`src/hdl/cpmf_pkg.sv`:
```
package cpmf_pkg;

  localparam int unsigned CPMF_MAX_WIDTH    = 256;
  localparam int unsigned CPMF_WIDTH_RST    = 256;
  localparam int unsigned CPMF_HEIGHT_RST   = 256;
  localparam int unsigned CPMF_HEIGHT_LIMIT = 4096;

  localparam int unsigned PIX_W   = 8;
  localparam int unsigned CFG_W   = 13;
  localparam int unsigned FW_W    = 9;
  localparam int unsigned FH_W    = 13;
  localparam int unsigned ROW_W   = 12;

  typedef enum logic {
    REG_FRAME_WIDTH  = 1'b0,
    REG_FRAME_HEIGHT = 1'b1
  } cfg_reg_e;

  typedef enum logic {
    OP_PIXEL = 1'b0,
    OP_FLUSH = 1'b1
  } op_e;

  typedef struct packed {
    logic             operation;
    logic [PIX_W-1:0] pixel;
  } in_t;

  typedef struct packed {
    logic [PIX_W-1:0] filtered_pixel;
    logic             last_of_frame;
  } out_t;

  // one column of both row buffers
  typedef struct packed {
    logic [PIX_W-1:0] above;
    logic [PIX_W-1:0] two_above;
  } cell_data_t;

  // neighborhood handed to the filter kernel
  typedef struct packed {
    logic [PIX_W-1:0] a;
    logic [PIX_W-1:0] b;
    logic [PIX_W-1:0] c;
    logic [PIX_W-1:0] d;
    logic [PIX_W-1:0] e;
  } cross_win_t;

endpackage

```
`src/hdl/cpmf_cell.sv`:
```
module cpmf_cell
  import cpmf_pkg::*;
(
  input  logic       clk_i,
  input  logic       shift_i,
  input  logic       is_tail_i,
  input  cell_data_t next_i,
  input  cell_data_t ins_i,
  output cell_data_t data_o
);

  cell_data_t data_q, data_d;

  assign data_d = is_tail_i ? ins_i : next_i;

  always_ff @(posedge clk_i) begin
    if (shift_i) begin
      data_q <= data_d;
    end
  end

  assign data_o = data_q;

endmodule

```
`config.mk`:
```
export PLATFORM = sky130hd
export DESIGN_NAME = cpmf_cell
export DESIGN_NICKNAME = d
export VERILOG_FILES = /design/src/hdl/cpmf_pkg.sv /design/src/hdl/cpmf_cell.sv
export SDC_FILE = /design/constraint.sdc
export NUM_CORES = 1
export LEC_CHECK = 0
export BUFFER_PORTS_ARGS = -buffer_cell sky130_fd_sc_hd__buf_2
export CORE_MARGIN = 1
export CORE_UTILIZATION = 45
export CTS_BUF_LIST = sky130_fd_sc_hd__clkbuf_8
export DETAILED_ROUTE_END_ITERATION = 10
export PLACE_DENSITY_LB_ADDON = 0.08
export SLEW_MARGIN = 20
export SYNTH_ARGS = -nofsm -noshare
export SYNTH_HDL_FRONTEND = slang
export SYNTH_SLANG_ARGS = --single-unit
```
`constraint.sdc`:
```
create_clock -name clk_i -period 2.4 [get_ports clk_i]
set_input_delay 0.12 -clock clk_i [delete_from_list [all_inputs] [get_ports clk_i]]
set_output_delay 0.12 -clock clk_i [all_outputs]
set_load 0.005 [all_outputs]
```
==> flow_metrics.tcl <==
set metrics [dict create \
    status "completed" \
    power.total_mw 0.636 \
    path_cells "buf_2 -> mux2_2" \
    dr_total_vias 483 \
    path_buf_inv 1 \
    drt-initial-drc-count 10 \
    largest_reg_flops 16 \
    ys_seq_area_share_pct 65.9 \
    start_util_pct 48.4 \
    finalCriticalPeriod_ns 0.890 \
    post-place-ws_ns 1.25 \
    yosysUniqueCellTypes 5 \
    yosys-top-cells-count "edfxtp_1, mux2_4, mux2_2" \
    grt_max_degree 17 \
    ys_seq_elements 16 \
    synth_area_leaders "edfxtp_1, mux2_4, mux2_2" \
    yosys.area.top_type_share_pct 65.9 \
    holdBufCountCts 0 \
    port_buffers 50 \
    drc 0 \
    max_freq_mhz 1120 \
    wl_um 1230 \
    cts_setup_buffers 0 \
    critical_path_required_ns 2.39 \
    setup_ws_ns 1.51 \
    final_util_pct 67.3 \
    grt_pass1_wl_um 2050 \
    synth-edff-count 16 \
    grt_overflow 0 \
    stdcell_count 102 \
    post-route-period-util_pct 37.1 \
    ctsResizeCount 0 \
    cp.arrival_ns 0.88 \
    postSynthAreaPerCell_um2 21.5 \
    power.density_nw_per_um2 627 \
    cts_sinks 16 \
    tightest_slew_ns 0.435 \
    critPathKind "in -> reg" \
    tns_ns 0 \
    syn-cell-area_um2 729 \
    die-area_um2 1790 \
    cts_made_buffers 3 \
    antenna_found_initial 0 \
    rsz0062_at_grt "false" \
    post-synth-top-area-cell "edfxtp_1" \
    die_x_um 42.3 \
    diodes 0 \
    firstDrtPassIters 3 \
    drive_gt1_share_pct 80.2 \
    area_growth_syn_to_layout_pct 38.9 \
    final-hold-violation-count 0 \
    yosysWarnings 0 \
    slew-limit-headroom_pct 71.0 \
    worstPathMaxFanout 16 \
    yosysMostFrequentCell "edfxtp_1" \
    cts_tree "built" \
    ir_worst_vdd_uv 403 \
    synth_ff_type "edfxtp_1" \
    p_leak_nw 0.482 \
    hold_class "in -> reg" \
    end_kind "flop" \
    setup_violations 0 \
    io_pins 51 \
    cts.reportedPaths.clkPinSlew_ns 0.06 \
    wl_per_cell_um 12.0 \
    nets 122 \
    max-cap-violations 0 \
    routabilityCongestion 0.644 \
    ctsHtreeMaxLevel 1 \
    grt_use_total_pct 15.8 \
    max_stage_delay_ns 0.39 \
    crit_slowest_cell "mux2_2" \
    synthesis.nets 69 \
    fillers 115 \
    syn_inst 34 \
    antenna_left 0 \
    setup.worst_path.start_class "input pin" \
    vias_per_cell 4.74 \
    path_delay_family "multiplexers" \
    core_area_um2 1510 \
    clockBufferDepth 2 \
    async_flop_share_pct 0 \
    dp_cells 98 \
    std_cell_rows 14 \
    finalMaxSlewViolations 0 \
    die_h_um 42.3 \
    grt_pass1_vias 477 \
    cts_root_buffer "clkbuf_8" \
]
-- kinds of logic (layout without fill, tap and decap cells) --
family                 Yosys count  in the layout  share of synthesized area [%]
DFF                             16             16                           65.9
buffers and inverters            2             54                           4.29
muxes                           16             16                           29.8
-- metal layers --
metal | vias up | GRT usage (%) | wire (um)
li1 | 236 | - | -
met1 | 225 | 15.0 | 395
met2 | 22 | 31.7 | 764
met3 | 0 | 3.88 | 67
met4 | 0 | 5.63 | 0
met5 | - | 0 | 0
-- power by group --
part / switching, mW / internal, mW
logic: 0.0339 / 0.0612
clock network: 0.0846 / 0.113
registers: 0.00506 / 0.338
-- layout make-up --
| type | count | area [um^2] | area share (%) |
|---|---|---|---|
| clock buffers | 3 | 41.3 | 4.07 |
| clock inverters | 1 | 3.75 | 0.370 |
| multi-input cells | 16 | 218 | 21.5 |
| flip-flops and latches | 16 | 480 | 47.4 |
| well taps | 16 | 20.0 | 1.98 |
| repair buffers | 50 | 250 | 24.7 |
-- path summary, 6_finish.rpt --
kind	start	endpoint	slack (ns)	depth (start not counted)
max	is_tail_i	data_o[13]	1.51	2
min	next_i[10]	data_o[10]	0.18	2
-- cell usage in the layout (no fill, tap or decap), drive strengths merged --
cell / instances
buf: 50
edfxtp: 16
mux2: 16
clkbuf: 3
clkinv: 1
-- stage by stage --
stage	hold slack, ns	cell area, um^2
global placement	0.421	968
floorplan	0.232	729
finish	0.175	1010
global route	0.165	1010
CTS	0.168	1010
detailed placement	0.424	968
No activity file was read; power rests on OpenSTA's default activity.
