===== config.mk =====
export PLATFORM = sky130hd
export DESIGN_NAME = cpmf_cross
export DESIGN_NICKNAME = d
export VERILOG_FILES = /design/src/hdl/cpmf_pkg.sv /design/src/hdl/cpmf_cross.sv
export SDC_FILE = /design/constraint.sdc
export NUM_CORES = 1
export LEC_CHECK = 0
export ABC_AREA = 1
export BUFFER_PORTS_ARGS = -buffer_cell sky130_fd_sc_hd__buf_2
export CAP_MARGIN = 20
export CORE_MARGIN = 4
export CORE_UTILIZATION = 40
export DETAILED_ROUTE_END_ITERATION = 10
export PLACE_DENSITY = 0.58
export SYNTH_ARGS = -nofsm -noshare
export SYNTH_HDL_FRONTEND = slang
export SYNTH_SLANG_ARGS = --single-unit

===== constraint.sdc =====
create_clock -name vclk -period 8.4
set_clock_uncertainty 0.05 [all_clocks]
set_input_delay 1.68 -clock vclk [all_inputs]
set_output_delay 1.68 -clock vclk [all_outputs]
set_load 0.05 [all_outputs]

===== src/hdl/cpmf_pkg.sv =====
package cpmf_pkg;

  localparam int unsigned CPMF_MAX_WIDTH    = 256;
  localparam int unsigned CPMF_WIDTH_RST    = 256;
  localparam int unsigned CPMF_HEIGHT_RST   = 256;
  localparam int unsigned CPMF_HEIGHT_LIMIT = 4096;

  localparam int unsigned PIX_W   = 8;
  localparam int unsigned CFG_W   = 13;
  localparam int unsigned FW_W    = 9;
  localparam int unsigned FH_W    = 13;
  localparam int unsigned ROW_W   = 12;

  typedef enum logic {
    REG_FRAME_WIDTH  = 1'b0,
    REG_FRAME_HEIGHT = 1'b1
  } cfg_reg_e;

  typedef enum logic {
    OP_PIXEL = 1'b0,
    OP_FLUSH = 1'b1
  } op_e;

  typedef struct packed {
    logic             operation;
    logic [PIX_W-1:0] pixel;
  } in_t;

  typedef struct packed {
    logic [PIX_W-1:0] filtered_pixel;
    logic             last_of_frame;
  } out_t;

  // one column of both row buffers
  typedef struct packed {
    logic [PIX_W-1:0] above;
    logic [PIX_W-1:0] two_above;
  } cell_data_t;

  // neighborhood handed to the filter kernel
  typedef struct packed {
    logic [PIX_W-1:0] a;
    logic [PIX_W-1:0] b;
    logic [PIX_W-1:0] c;
    logic [PIX_W-1:0] d;
    logic [PIX_W-1:0] e;
  } cross_win_t;

endpackage


===== src/hdl/cpmf_cross.sv =====
module cpmf_cross
  import cpmf_pkg::*;
(
  input  cross_win_t       win_i,
  output logic [PIX_W-1:0] result_o
);

  function automatic logic [PIX_W-1:0] lo(input logic [PIX_W-1:0] x,
                                          input logic [PIX_W-1:0] y);
    return (x < y) ? x : y;
  endfunction

  function automatic logic [PIX_W-1:0] hi(input logic [PIX_W-1:0] x,
                                          input logic [PIX_W-1:0] y);
    return (x > y) ? x : y;
  endfunction

  logic [PIX_W-1:0] vmx, vmn, hmx, hmn;
  logic [PIX_W:0]   sum;

  always_comb begin
    vmx = hi(lo(win_i.a, win_i.b), lo(win_i.b, win_i.c));
    vmn = lo(hi(win_i.a, win_i.b), hi(win_i.b, win_i.c));
    hmx = hi(lo(win_i.d, win_i.b), lo(win_i.b, win_i.e));
    hmn = lo(hi(win_i.d, win_i.b), hi(win_i.b, win_i.e));
    sum = {1'b0, hi(vmx, hmx)} + {1'b0, lo(vmn, hmn)};
  end

  assign result_o = sum[PIX_W:1];

endmodule


==> results by group <==
Power and ir drop
  • Part of the total power dissipated in combinational logic: 100.0%
  • Switch share: 57.0%
  • Sequential share of power: 0%
  • Power per Cell Area: 381 nW/um^2
  • Peak supply drop: 0.375 mV
  • Leakage: 3.20 nW
  • Cell Int Power: 0.993 mW
  • Switching power total: 1.32 mW
  • Overall power of the completed layout: 2.31 mW
  • Clock power share: 0%

GRT
  • Overall fraction of global-route tracks in use: 25.9%
  • Number of antenna violations at the first check in global routing: 0
  • Pin count of the biggest net entering global routing: 14
  • Via count of the first global-routing pass: 4547
  • GR Overflow Total: 0
  • First-pass GRT wire length: 21.3 mm

STA
  • Post-layout minimum cycle time: 8430 ps
  • Ratio of final minimum period to clock period: 100%
  • Setup_tns: -27.0 ps
  • Worst hold margin: 4510 ps
  • Final critical-path setup slack: -27.0 ps
  • Number of pins with negative max-slew slack in the final report: 0
  • Relative slew margins: 68.3%
  • Least-Margin Pin Slew: 472 ps
  • Count of final setup violators: 1
  • Achievable frequency: 0.119 GHz
  • Final count of hold timing violations: 0
  • Setup repair after global routing missed its margin: true

Setup path
  • Path type of the worst setup path: input pin to output pin
  • Max incr delay on CP: 320 ps
  • Bufs and invs on worst path: 9
  • Element type at the critical path end: output pin
  • Required time worst endpoint: 6670 ps
  • Most numerous cell on the critical path: nand2_1
  • CP max stage cell: ha_1
  • Top delay family on crit path: compound AO/OA/AOI/OAI gates
  • Category of the worst setup path launch point: input pin
  • Largest driver fanout on the critical path: 9
  • Arr. time, crit path: 6700 ps

Placed design
  • Half-perimeter wire length after placement: 10.3 mm
  • IO Port Bufs: 48
  • Placer congestion estimate: 0.925
  • Cell Count Post-Placement: 875

Final layout
  • Most frequent standard cell in the layout excluding fill and tap cells: buf_4
  • Share of layout cells above drive strength 1: 49.7%
  • Sequential cells: 0
  • Antenna Diode Count: 0
  • # fillers: 592
  • Layout-stage area growth over the synthesis result: 83.0%
  • Top library cells by usage in the layout, fill and taps aside: 178 x buf_4, 177 x nand2_1, 68 x ha_1, 62 x inv_1
  • Count of placed standard cells in the final layout, fillers left out: 921
  • Clock buffers: 0
  • Net total in the final layout: 946
  • Flip-flop and latch area: 0 sq um

Run status
  • Run status: finished, violations left
  • Violated checks: setup timing

Flow run
  • Max-Cap Viols: 0

Synthesis
  • Mean instance size in the synthesized netlist: 5.59 sq um
  • Top cell type's share of synthesized area: 31.7%
  • Cell taking the most area after synthesis: ha_1
  • Cell count after synthesis: 593
  • Yosys Warn Count: 0
  • Dominant cells by area after synthesis: ha_1 32%, nand2_1 23%, o21ai_0 15%, inv_1 7.8%, a21oi_1 4.5%
  • Synth cell types: 25
  • Share of synthesized area occupied by flip-flops and latches: 0%
  • Cell area after synthesis: 3320 sq um
  • Post-Syn Nets: 718

Route
  • Pre-antenna DRT Iters: 4
  • Detail-routed net length per standard cell: 15.4 microns
  • Average vias per placed instance: 5.23
  • Total via count in the routed design: 4819
  • Antenna-violating nets left: 0
  • Post-route DRC: 0
  • Detailed Route Iter0 Violations: 179
  • Aggregate routed wire length: 14.1 mm

Min path
  • Worst hold endpoint: result_o[0]
  • Hold Path Stages: 8
  • Class of the worst hold path: input pin to output pin
  • Start point of the worst min-delay path: win_i[8]

Floorplan
  • Die W: 99.1 microns
  • Number of core rows: 32
  • Die outline height: 99.1 microns
  • # IOs: 48
  • Std-Cell Core Area: 7890 sq um
  • Initial Utilization: 42.1%
  • Die Outline Area: 9810 sq um

Clock network
  • CTS Hold Buffers Added: 0
-- what timing repair did --
item	4_1_cts	5_1_grt
cloned	9	0
pin swaps	42	52
resized for setup	139	144
buffers inserted	20	17
endpoints found under the setup margin	7	6
-- layout make-up --
cell class | instances | area [sq um] | share of cell area (%)
repair inverters | 1 | 7.51 | 0.124
multi-input cells | 508 | 3860 | 63.6
repair buffers | 238 | 1800 | 29.6
well taps | 102 | 128 | 2.10
inverters | 72 | 275 | 4.53
-- worst max-delay path by stage --
stage | startpoint | endpoint | cells after the start
final | win_i[26] | result_o[5] | 38
after global routing | win_i[29] | result_o[5] | 34
after CTS | win_i[29] | result_o[5] | 34
after detailed placement | win_i[21] | result_o[7] | 31
after global placement | win_i[31] | result_o[7] | 36
after floorplan | win_i[29] | result_o[7] | 35
-- cell usage after synthesis, drive strengths merged --
cell type	n
o21ai	108
o21a	1
ha	84
xor2	3
nand4	7
inv	72
nand2	212
nor2	28
a21o	3
a21oi	30
fa	1
o21bai	2
nor3	2
o221ai	1
buf	1
a211oi	6
a32oi	1
clkbuf	20
nand3	11
-- per-stage QoR --
stage	utilization [%]	instance area, sq um	worst slack (ps)
floorplan	-	3380	12.4
global placement	61.4	4840	-409
detailed placement	61.4	4840	-549
CTS	68.6	5410	0.679
global route	77.0	6070	-302
finish	77.0	6070	-27.0
-- cell families (layout without fill, tap and decap cells) --
logic type | after synthesis | in the layout | share of synthesized area [%]
xor gates and xnor gates | 3 | 3 | 0.792
AOI/OAI and AO/OA | 152 | 154 | 24.1
and+or+nand+nor | 260 | 266 | 32.3
adders and majority gates | 85 | 85 | 32.3
buffers and inverters | 93 | 311 | 10.6
-- routing by layer --
layer,wire (microns),global-route usage (%)
met1,6010,32.7
met2,7150,48.8
met3,591,0.849
met4,381,5.04
met5,0,0
-- power groups by stage --
stage,logic [mW],clock network [mW],registers [mW]
4_1_cts,1.88,0,0
2_1_floorplan,1.14,0,0
6_report,2.31,0,0
3_3_place_gp,1.65,0,0
5_1_grt,2.48,0,0
3_5_place_dp,1.68,0,0
No activity file was read; power rests on OpenSTA's default activity.
