[src/hdl/cpmf_pkg.sv]
package cpmf_pkg;

  localparam int unsigned CPMF_MAX_WIDTH    = 256;
  localparam int unsigned CPMF_WIDTH_RST    = 256;
  localparam int unsigned CPMF_HEIGHT_RST   = 256;
  localparam int unsigned CPMF_HEIGHT_LIMIT = 4096;

  localparam int unsigned PIX_W   = 8;
  localparam int unsigned CFG_W   = 13;
  localparam int unsigned FW_W    = 9;
  localparam int unsigned FH_W    = 13;
  localparam int unsigned ROW_W   = 12;

  typedef enum logic {
    REG_FRAME_WIDTH  = 1'b0,
    REG_FRAME_HEIGHT = 1'b1
  } cfg_reg_e;

  typedef enum logic {
    OP_PIXEL = 1'b0,
    OP_FLUSH = 1'b1
  } op_e;

  typedef struct packed {
    logic             operation;
    logic [PIX_W-1:0] pixel;
  } in_t;

  typedef struct packed {
    logic [PIX_W-1:0] filtered_pixel;
    logic             last_of_frame;
  } out_t;

  // one column of both row buffers
  typedef struct packed {
    logic [PIX_W-1:0] above;
    logic [PIX_W-1:0] two_above;
  } cell_data_t;

  // neighborhood handed to the filter kernel
  typedef struct packed {
    logic [PIX_W-1:0] a;
    logic [PIX_W-1:0] b;
    logic [PIX_W-1:0] c;
    logic [PIX_W-1:0] d;
    logic [PIX_W-1:0] e;
  } cross_win_t;

endpackage

[src/hdl/cpmf_skid.sv]
module cpmf_skid
  import cpmf_pkg::*;
(
  input  logic clk_i,
  input  logic rst_ni,
  input  logic push_i,
  input  out_t data_i,
  output logic full_o,
  output logic out_valid_o,
  input  logic out_stall_i,
  output out_t out_data_o
);

  logic out_valid_q, skid_valid_q;
  out_t out_q, skid_q;
  logic take;

  assign take = out_valid_q & ~out_stall_i;

  always_ff @(posedge clk_i or negedge rst_ni) begin
    if (!rst_ni) begin
      out_valid_q  <= 1'b0;
      skid_valid_q <= 1'b0;
    end else if (take) begin
      if (skid_valid_q) begin
        skid_valid_q <= 1'b0;
      end else begin
        out_valid_q <= push_i;
      end
    end else if (!out_valid_q) begin
      out_valid_q <= push_i;
    end else if (push_i) begin
      skid_valid_q <= 1'b1;
    end
  end

  always_ff @(posedge clk_i) begin
    if (take) begin
      if (skid_valid_q) begin
        out_q <= skid_q;
      end else if (push_i) begin
        out_q <= data_i;
      end
    end else if (!out_valid_q) begin
      if (push_i) begin
        out_q <= data_i;
      end
    end else if (push_i) begin
      skid_q <= data_i;
    end
  end

  assign full_o      = skid_valid_q;
  assign out_valid_o = out_valid_q;
  assign out_data_o  = out_q;

endmodule

[config.mk]
export PLATFORM = sky130hd
export DESIGN_NAME = cpmf_skid
export DESIGN_NICKNAME = d
export VERILOG_FILES = /design/src/hdl/cpmf_pkg.sv /design/src/hdl/cpmf_skid.sv
export SDC_FILE = /design/constraint.sdc
export NUM_CORES = 1
export LEC_CHECK = 0
export ABC_AREA = 0
export BUFFER_PORTS_ARGS = -buffer_cell sky130_fd_sc_hd__buf_2
export CELL_PAD_IN_SITES_DETAIL_PLACEMENT = 1
export CELL_PAD_IN_SITES_GLOBAL_PLACEMENT = 1
export CORE_ASPECT_RATIO = 1.25
export CORE_MARGIN = 10
export CORE_UTILIZATION = 37
export DETAILED_ROUTE_END_ITERATION = 8
export PLACE_DENSITY_LB_ADDON = 0.25
export SETUP_SLACK_MARGIN = 0.4
export SLEW_MARGIN = 20
export SYNTH_ARGS = -nofsm -noshare
export SYNTH_HDL_FRONTEND = slang
export SYNTH_SLANG_ARGS = --single-unit
[constraint.sdc]
create_clock -name clk_i -period 1.25 [get_ports clk_i]
set_input_delay 0.0625 -clock clk_i [delete_from_list [all_inputs] [get_ports clk_i]]
set_output_delay 0.0625 -clock clk_i [all_outputs]
set_load 0.01 [all_outputs]
==> impl_metrics.json, run 1 <==
{
  "drt_wl_total_microns": 2200,
  "clk_latency_ns": 0.30,
  "cts_tree": "done",
  "die_x_microns": 64.2,
  "startpoint": "out_valid_o",
  "layout_common_cells": "buf_2, edfxtp_1, mux2_4",
  "die_y_microns": 75.3,
  "post_synth_xor_area_fraction": 0,
  "rsz0062_at_grt": "yes",
  "cp_num_buf_inv": 1,
  "ir_drop_mv": 0.979,
  "hold_violations": 0,
  "nets": 107,
  "setup_violations": 9,
  "dp_slack_ns": 0.0157,
  "vias": 571,
  "min_path_cells": 3,
  "routed_via_density": 4.53,
  "synth_seq_cells": 20,
  "grt_max_degree": 13,
  "drive_gt1_frac": 0.656,
  "synth_top_family_by_area": "multiplexers",
  "fin_util": 0.568,
  "antenna_found_initial": 0,
  "maxSlewHeadroom": 0.806,
  "htree_levels": 1,
  "maxCapViolations": 0,
  "rrSetupSlack_ns": -0.02,
  "clockBufferDepth": 2,
  "io_buffers": 23,
  "final_cells": 126,
  "max_slew.worst_pin.slew_ns": 0.291,
  "synth_adder_area_share": 0,
  "crit_required_ns": 1.32,
  "synth_nets": 60,
  "antenna_left": 0,
  "avgSynthCellArea_sq_um": 19.2,
  "cp_max_fo": 5,
  "fin_ws_ns": -0.0229,
  "synthMuxAreaShare": 0.282,
  "r2r-start": "out_valid_o",
  "gp_congestion": 0.657,
  "first_iter_violations": 10,
  "numCtsBuffers": 3,
  "fin_crit_ns": 1.27,
  "min_path_type": "in2reg",
  "setup.worst_path.start_class": "flip-flop",
  "synthSimpleGateAreaFrac": 0.0290,
  "cp-endpoint": "out_data_o[6]",
  "dieArea_sq_um": 4830,
  "root_buffer": "clkbuf_4",
  "hold_ws_ns": 0.0691,
  "wl_per_cell_microns": 17.5,
  "cts.sinks": 20,
  "io_pins": 24,
  "final-max-slew-violation-count": 0,
  "dr.pass1.iters": 4,
  "cp_slowest_cell": "dfrtp_2",
  "final_common_cell": "buf_2",
  "synthesis.area_sq_um": 905,
  "path_cells": "nand3b_1, buf_6, mux2_4",
  "path_class": "reg2reg",
  "clkTransAtPathRegs_ns": 0.12,
  "grt_pass1_vias": 644,
  "dp_cells": 106,
  "skew_ns": 0.00222,
  "yosys_warnings": 0,
  "max_stage_delay_ns": 0.43,
  "yosysUniqueCellTypes": 11,
  "grt_pass1_wl_microns": 3470,
  "crit_cells": 3,
  "status": "finished with violations",
  "max_freq_mhz": 786,
  "worst-endpoint-arrival_ns": 1.34,
  "diodes": 0,
  "placementRows": 20,
  "critPathTopFamily": "flip-flops",
  "end_kind": "flip-flop",
  "power_density_nw_per_um2": 1300,
  "worstReg2RegEnd": "out_data_o[6]",
  "grt_overflow": 0,
  "violations": "setup timing",
  "initial_core_util": 0.381,
  "postSynthCellCount": 47,
  "period_share": 1.02,
  "cellLeakagePower_uw": 0.000593,
  "synthToLayoutAreaGrowth_pct": 49.4,
  "rr_worst_depth": 3,
  "track_usage": 0.0936,
  "drcViolationCount": 0,
  "seq_area_frac_synth": 0.653,
  "core_sq_um": 2380,
  "synth_compound_area_frac": 0.0111
}
[power breakdown]
group	leakage [uW]	switching (uW)	internal (uW)
clock network	0.0000279	206	324
registers	0.000195	32.4	807
logic	0.000370	149	244
[tightest hold or removal path: cells and delay by family]
kind,cells,cell delay (ns)
compound gates,1,0.05
buf+inv,2,0.22
[kinds of logic (layout without fill, tap and decap cells)]
logic type      Yosys count  in the layout
flops                    20             20
mux                      18             18
simple gates              4              5
buf+inv                   3             48
compound gates            2              2
[registers in the layout, indices dropped and copies added, names as in the netlist]
signal       flops
skid_q           9
out_valid_o      1
out_data_o       9
full_o           1
[layer usage]
| layer | up-vias | wire length (microns) | track usage |
|---|---|---|---|
| li1 | 278 | - | - |
| met1 | 277 | 873 | 0.101 |
| met2 | 14 | 1210 | 0.172 |
| met3 | 2 | 108 | 0.0253 |
| met4 | 0 | 7 | 0.0357 |
| met5 | - | 0 | 0 |
[synthesized netlist by cell type]
| master | count | area share |
|---|---|---|
| edfxtp_1 | 18 | 0.60 |
| mux2_4 | 14 | 0.23 |
| mux2_2 | 4 | 0.050 |
| a21oi_1 | 2 | 0.011 |
| dfrtp_1 | 2 | 0.055 |
| nand3b_1 | 2 | 0.017 |
| and3_2 | 1 | 0.0083 |
| buf_4 | 1 | 0.0083 |
| buf_6 | 1 | 0.012 |
| inv_1 | 1 | 0.0041 |
| nand2_1 | 1 | 0.0041 |
[worst min path at each step]
stage | to | from
after global routing | full_o | out_stall_i
after detailed placement | full_o | rst_ni
after floorplan | full_o | rst_ni
final | full_o | out_stall_i
after CTS | full_o | out_stall_i
after global placement | full_o | rst_ni
[per-stage QoR]
| stage | setup TNS [ns] | instance area, sq um | total power, uW |
|---|---|---|---|
| detailed placement | 0 | 1090 | 1160 |
| global route | -0.429 | 1350 | 1840 |
| floorplan | -0.0129 | 921 | 1040 |
| finish | -0.174 | 1350 | 1760 |
| CTS | 0 | 1300 | 1750 |
| global placement | 0 | 1090 | 1150 |
[final cells by class]
class,count,area [sq um]
fillers,229,1030
flip-flops and latches,20,592
repair buffers,43,333
multi-input cells,25,329
well taps,33,41.3
clock inverters,1,30.0
clock buffers,3,22.5
inverters,1,3.75
[what timing repair did]
item	4_1_cts	5_1_grt
hold endpoints to repair	11	0
hold buffers	10	0
endpoints found under the setup margin	40	40
gates resized for setup	9	7
pin swaps	1	2
buffers inserted	1	3
gates cloned	2	0
No activity file was read; power rests on OpenSTA's default activity.
==> inputs of run 2 (changes only) <==
--- a/config.mk
+++ b/config.mk
@@ -13,7 +13,9 @@
 export CORE_MARGIN = 10
 export CORE_UTILIZATION = 37
 export DETAILED_ROUTE_END_ITERATION = 8
+export GPL_ROUTABILITY_DRIVEN = 0
 export PLACE_DENSITY_LB_ADDON = 0.25
+export RECOVER_POWER = 50
 export SETUP_SLACK_MARGIN = 0.4
 export SLEW_MARGIN = 20
 export SYNTH_ARGS = -nofsm -noshare
==> impl_metrics.json, run 2 (same netlist as run 1, synthesis figures left out) <==
{
  "status": "finished with violations",
  "violations": "setup timing",
  "io_buffers": 23,
  "antenna_found_initial": 0,
  "r2r-start": "out_valid_o",
  "grt_max_degree": 13,
  "fin_util": 0.557,
  "nets": 107,
  "routed_via_density": 4.52,
  "wl_per_cell_microns": 17.7,
  "ir_drop_mv": 0.980,
  "layout_common_cells": "edfxtp_1, mux2_4, clkbuf_1",
  "io_pins": 24,
  "grt_overflow": 0,
  "vias": 569,
  "maxSlewHeadroom": 0.809,
  "clk_latency_ns": 0.30,
  "fin_ws_ns": -0.0237,
  "startpoint": "out_valid_o",
  "cp-endpoint": "out_data_o[6]",
  "final-max-slew-violation-count": 0,
  "core_sq_um": 2380,
  "diodes": 0,
  "hold_violations": 0,
  "stdcell_area_sq_um": 1330,
  "placementRows": 20,
  "hold_ws_ns": 0.0710,
  "drt_wl_total_microns": 2230,
  "root_buffer": "clkbuf_4",
  "final_cells": 126,
  "min_from": "out_stall_i",
  "htree_levels": 1,
  "dieArea_sq_um": 4830,
  "drive_gt1_frac": 0.484,
  "clockBufferDepth": 2,
  "end_kind": "flip-flop",
  "worst-endpoint-arrival_ns": 1.34,
  "final_common_cell": "edfxtp_1",
  "track_usage": 0.0936,
  "comb_power_share": 0.215,
  "crit_required_ns": 1.32,
  "maxCapViolations": 0,
  "rr_worst_depth": 3,
  "rrSetupSlack_ns": -0.02,
  "first_iter_violations": 6,
  "fin_crit_ns": 1.27,
  "synthToLayoutAreaGrowth_pct": 46.5,
  "p_clk_frac": 0.304,
  "p_total_uw": 1750,
  "dp_cells": 106,
  "power_density_nw_per_um2": 1320,
  "numCtsBuffers": 3,
  "path_class": "reg2reg",
  "p_switching_uw": 391,
  "max_slew.worst_pin.slew_ns": 0.287,
  "switching_share": 0.223,
  "min_path_type": "in2reg",
  "rsz0062_at_grt": "yes",
  "skew_ns": 0.00158,
  "cellLeakagePower_uw": 0.000547,
  "worstReg2RegEnd": "out_data_o[6]",
  "internal_power_uw": 1360,
  "clkTransAtPathRegs_ns": 0.12,
  "cts.sinks": 20,
  "dr.pass1.iters": 2,
  "die_x_microns": 64.2,
  "pwr-share-seq": 0.481,
  "placed_area_sq_um": 1090,
  "drcViolationCount": 0,
  "max_freq_mhz": 785,
  "cts_tree": "done",
  "initial_core_util": 0.381,
  "antenna_left": 0,
  "setup_violations": 9,
  "cp_max_fo": 5,
  "grt_pass1_wl_microns": 3470,
  "period_share": 1.02,
  "die_y_microns": 75.3,
  "setup.worst_path.start_class": "flip-flop",
  "grt_pass1_vias": 644
}
[run 2: cell types whose count changed in the layout (fill, tap and decap cells not counted)]
| cell | before | now |
|---|---|---|
| buf_2 | 21 | 5 |
| clkbuf_1 | 0 | 16 |
| buf_6 | 8 | 7 |
| clkbuf_2 | 0 | 1 |
[run 2: final cells by class]
cell class	count	area, sq um
clock buffer	3	22.5
clock inverter	1	30.0
fill	237	1050
inverter	1	3.75
multi-input combinational	25	329
sequential	20	592
tap	33	41.3
timing repair buffer	43	307
[run 2: routing by layer]
layer | vias up | share of wire | track usage
met3 | 2 | 0.047 | 0.0253
met4 | 0 | 0.0022 | 0.0357
met1 | 280 | 0.41 | 0.101
li1 | 275 | - | -
met2 | 12 | 0.54 | 0.172
met5 | - | 0 | 0
[run 2: power groups by stage]
| stage | logic [uW] | clock network, uW | registers (uW) |
|---|---|---|---|
| 6_report | 377 | 531 | 842 |
| 3_3_place_gp | 293 | 0 | 854 |
| 3_5_place_dp | 299 | 0 | 857 |
| 2_1_floorplan | 166 | 0 | 874 |
| 5_1_grt | 405 | 569 | 850 |
| 4_1_cts | 362 | 545 | 841 |
[run 2: critical path: stages, from the launching register on]
cell	delay [ns]
dfrtp_2	0.43
nand3b_1	0.16
buf_6	0.16
mux2_4	0.29
[run 2: what timing repair did]
| item | 4_1_cts | 5_1_grt |
|---|---|---|
| hold buffers | 10 | 0 |
| endpoints found under the setup margin | 40 | 40 |
| cloned | 2 | 0 |
| pin swaps | 1 | 2 |
| gates resized for setup | 9 | 7 |
| setup buffers | 1 | 3 |
| hold endpoints to repair | 11 | 0 |
[run 2: stage by stage]
stage          TNS [ns]  setup WS [ns]
2_1_floorplan   -0.0129       -0.00143
3_3_place_gp          0         0.0297
3_5_place_dp          0         0.0157
4_1_cts               0        0.00215
5_1_grt          -0.429        -0.0618
6_report         -0.193        -0.0237
[run 2: worst min path at each step]
stage | depth (start not counted) | endpoint
CTS | 3 | full_o
global route | 3 | full_o
floorplan | 0 | full_o
finish | 3 | full_o
detailed placement | 1 | full_o
global placement | 1 | full_o
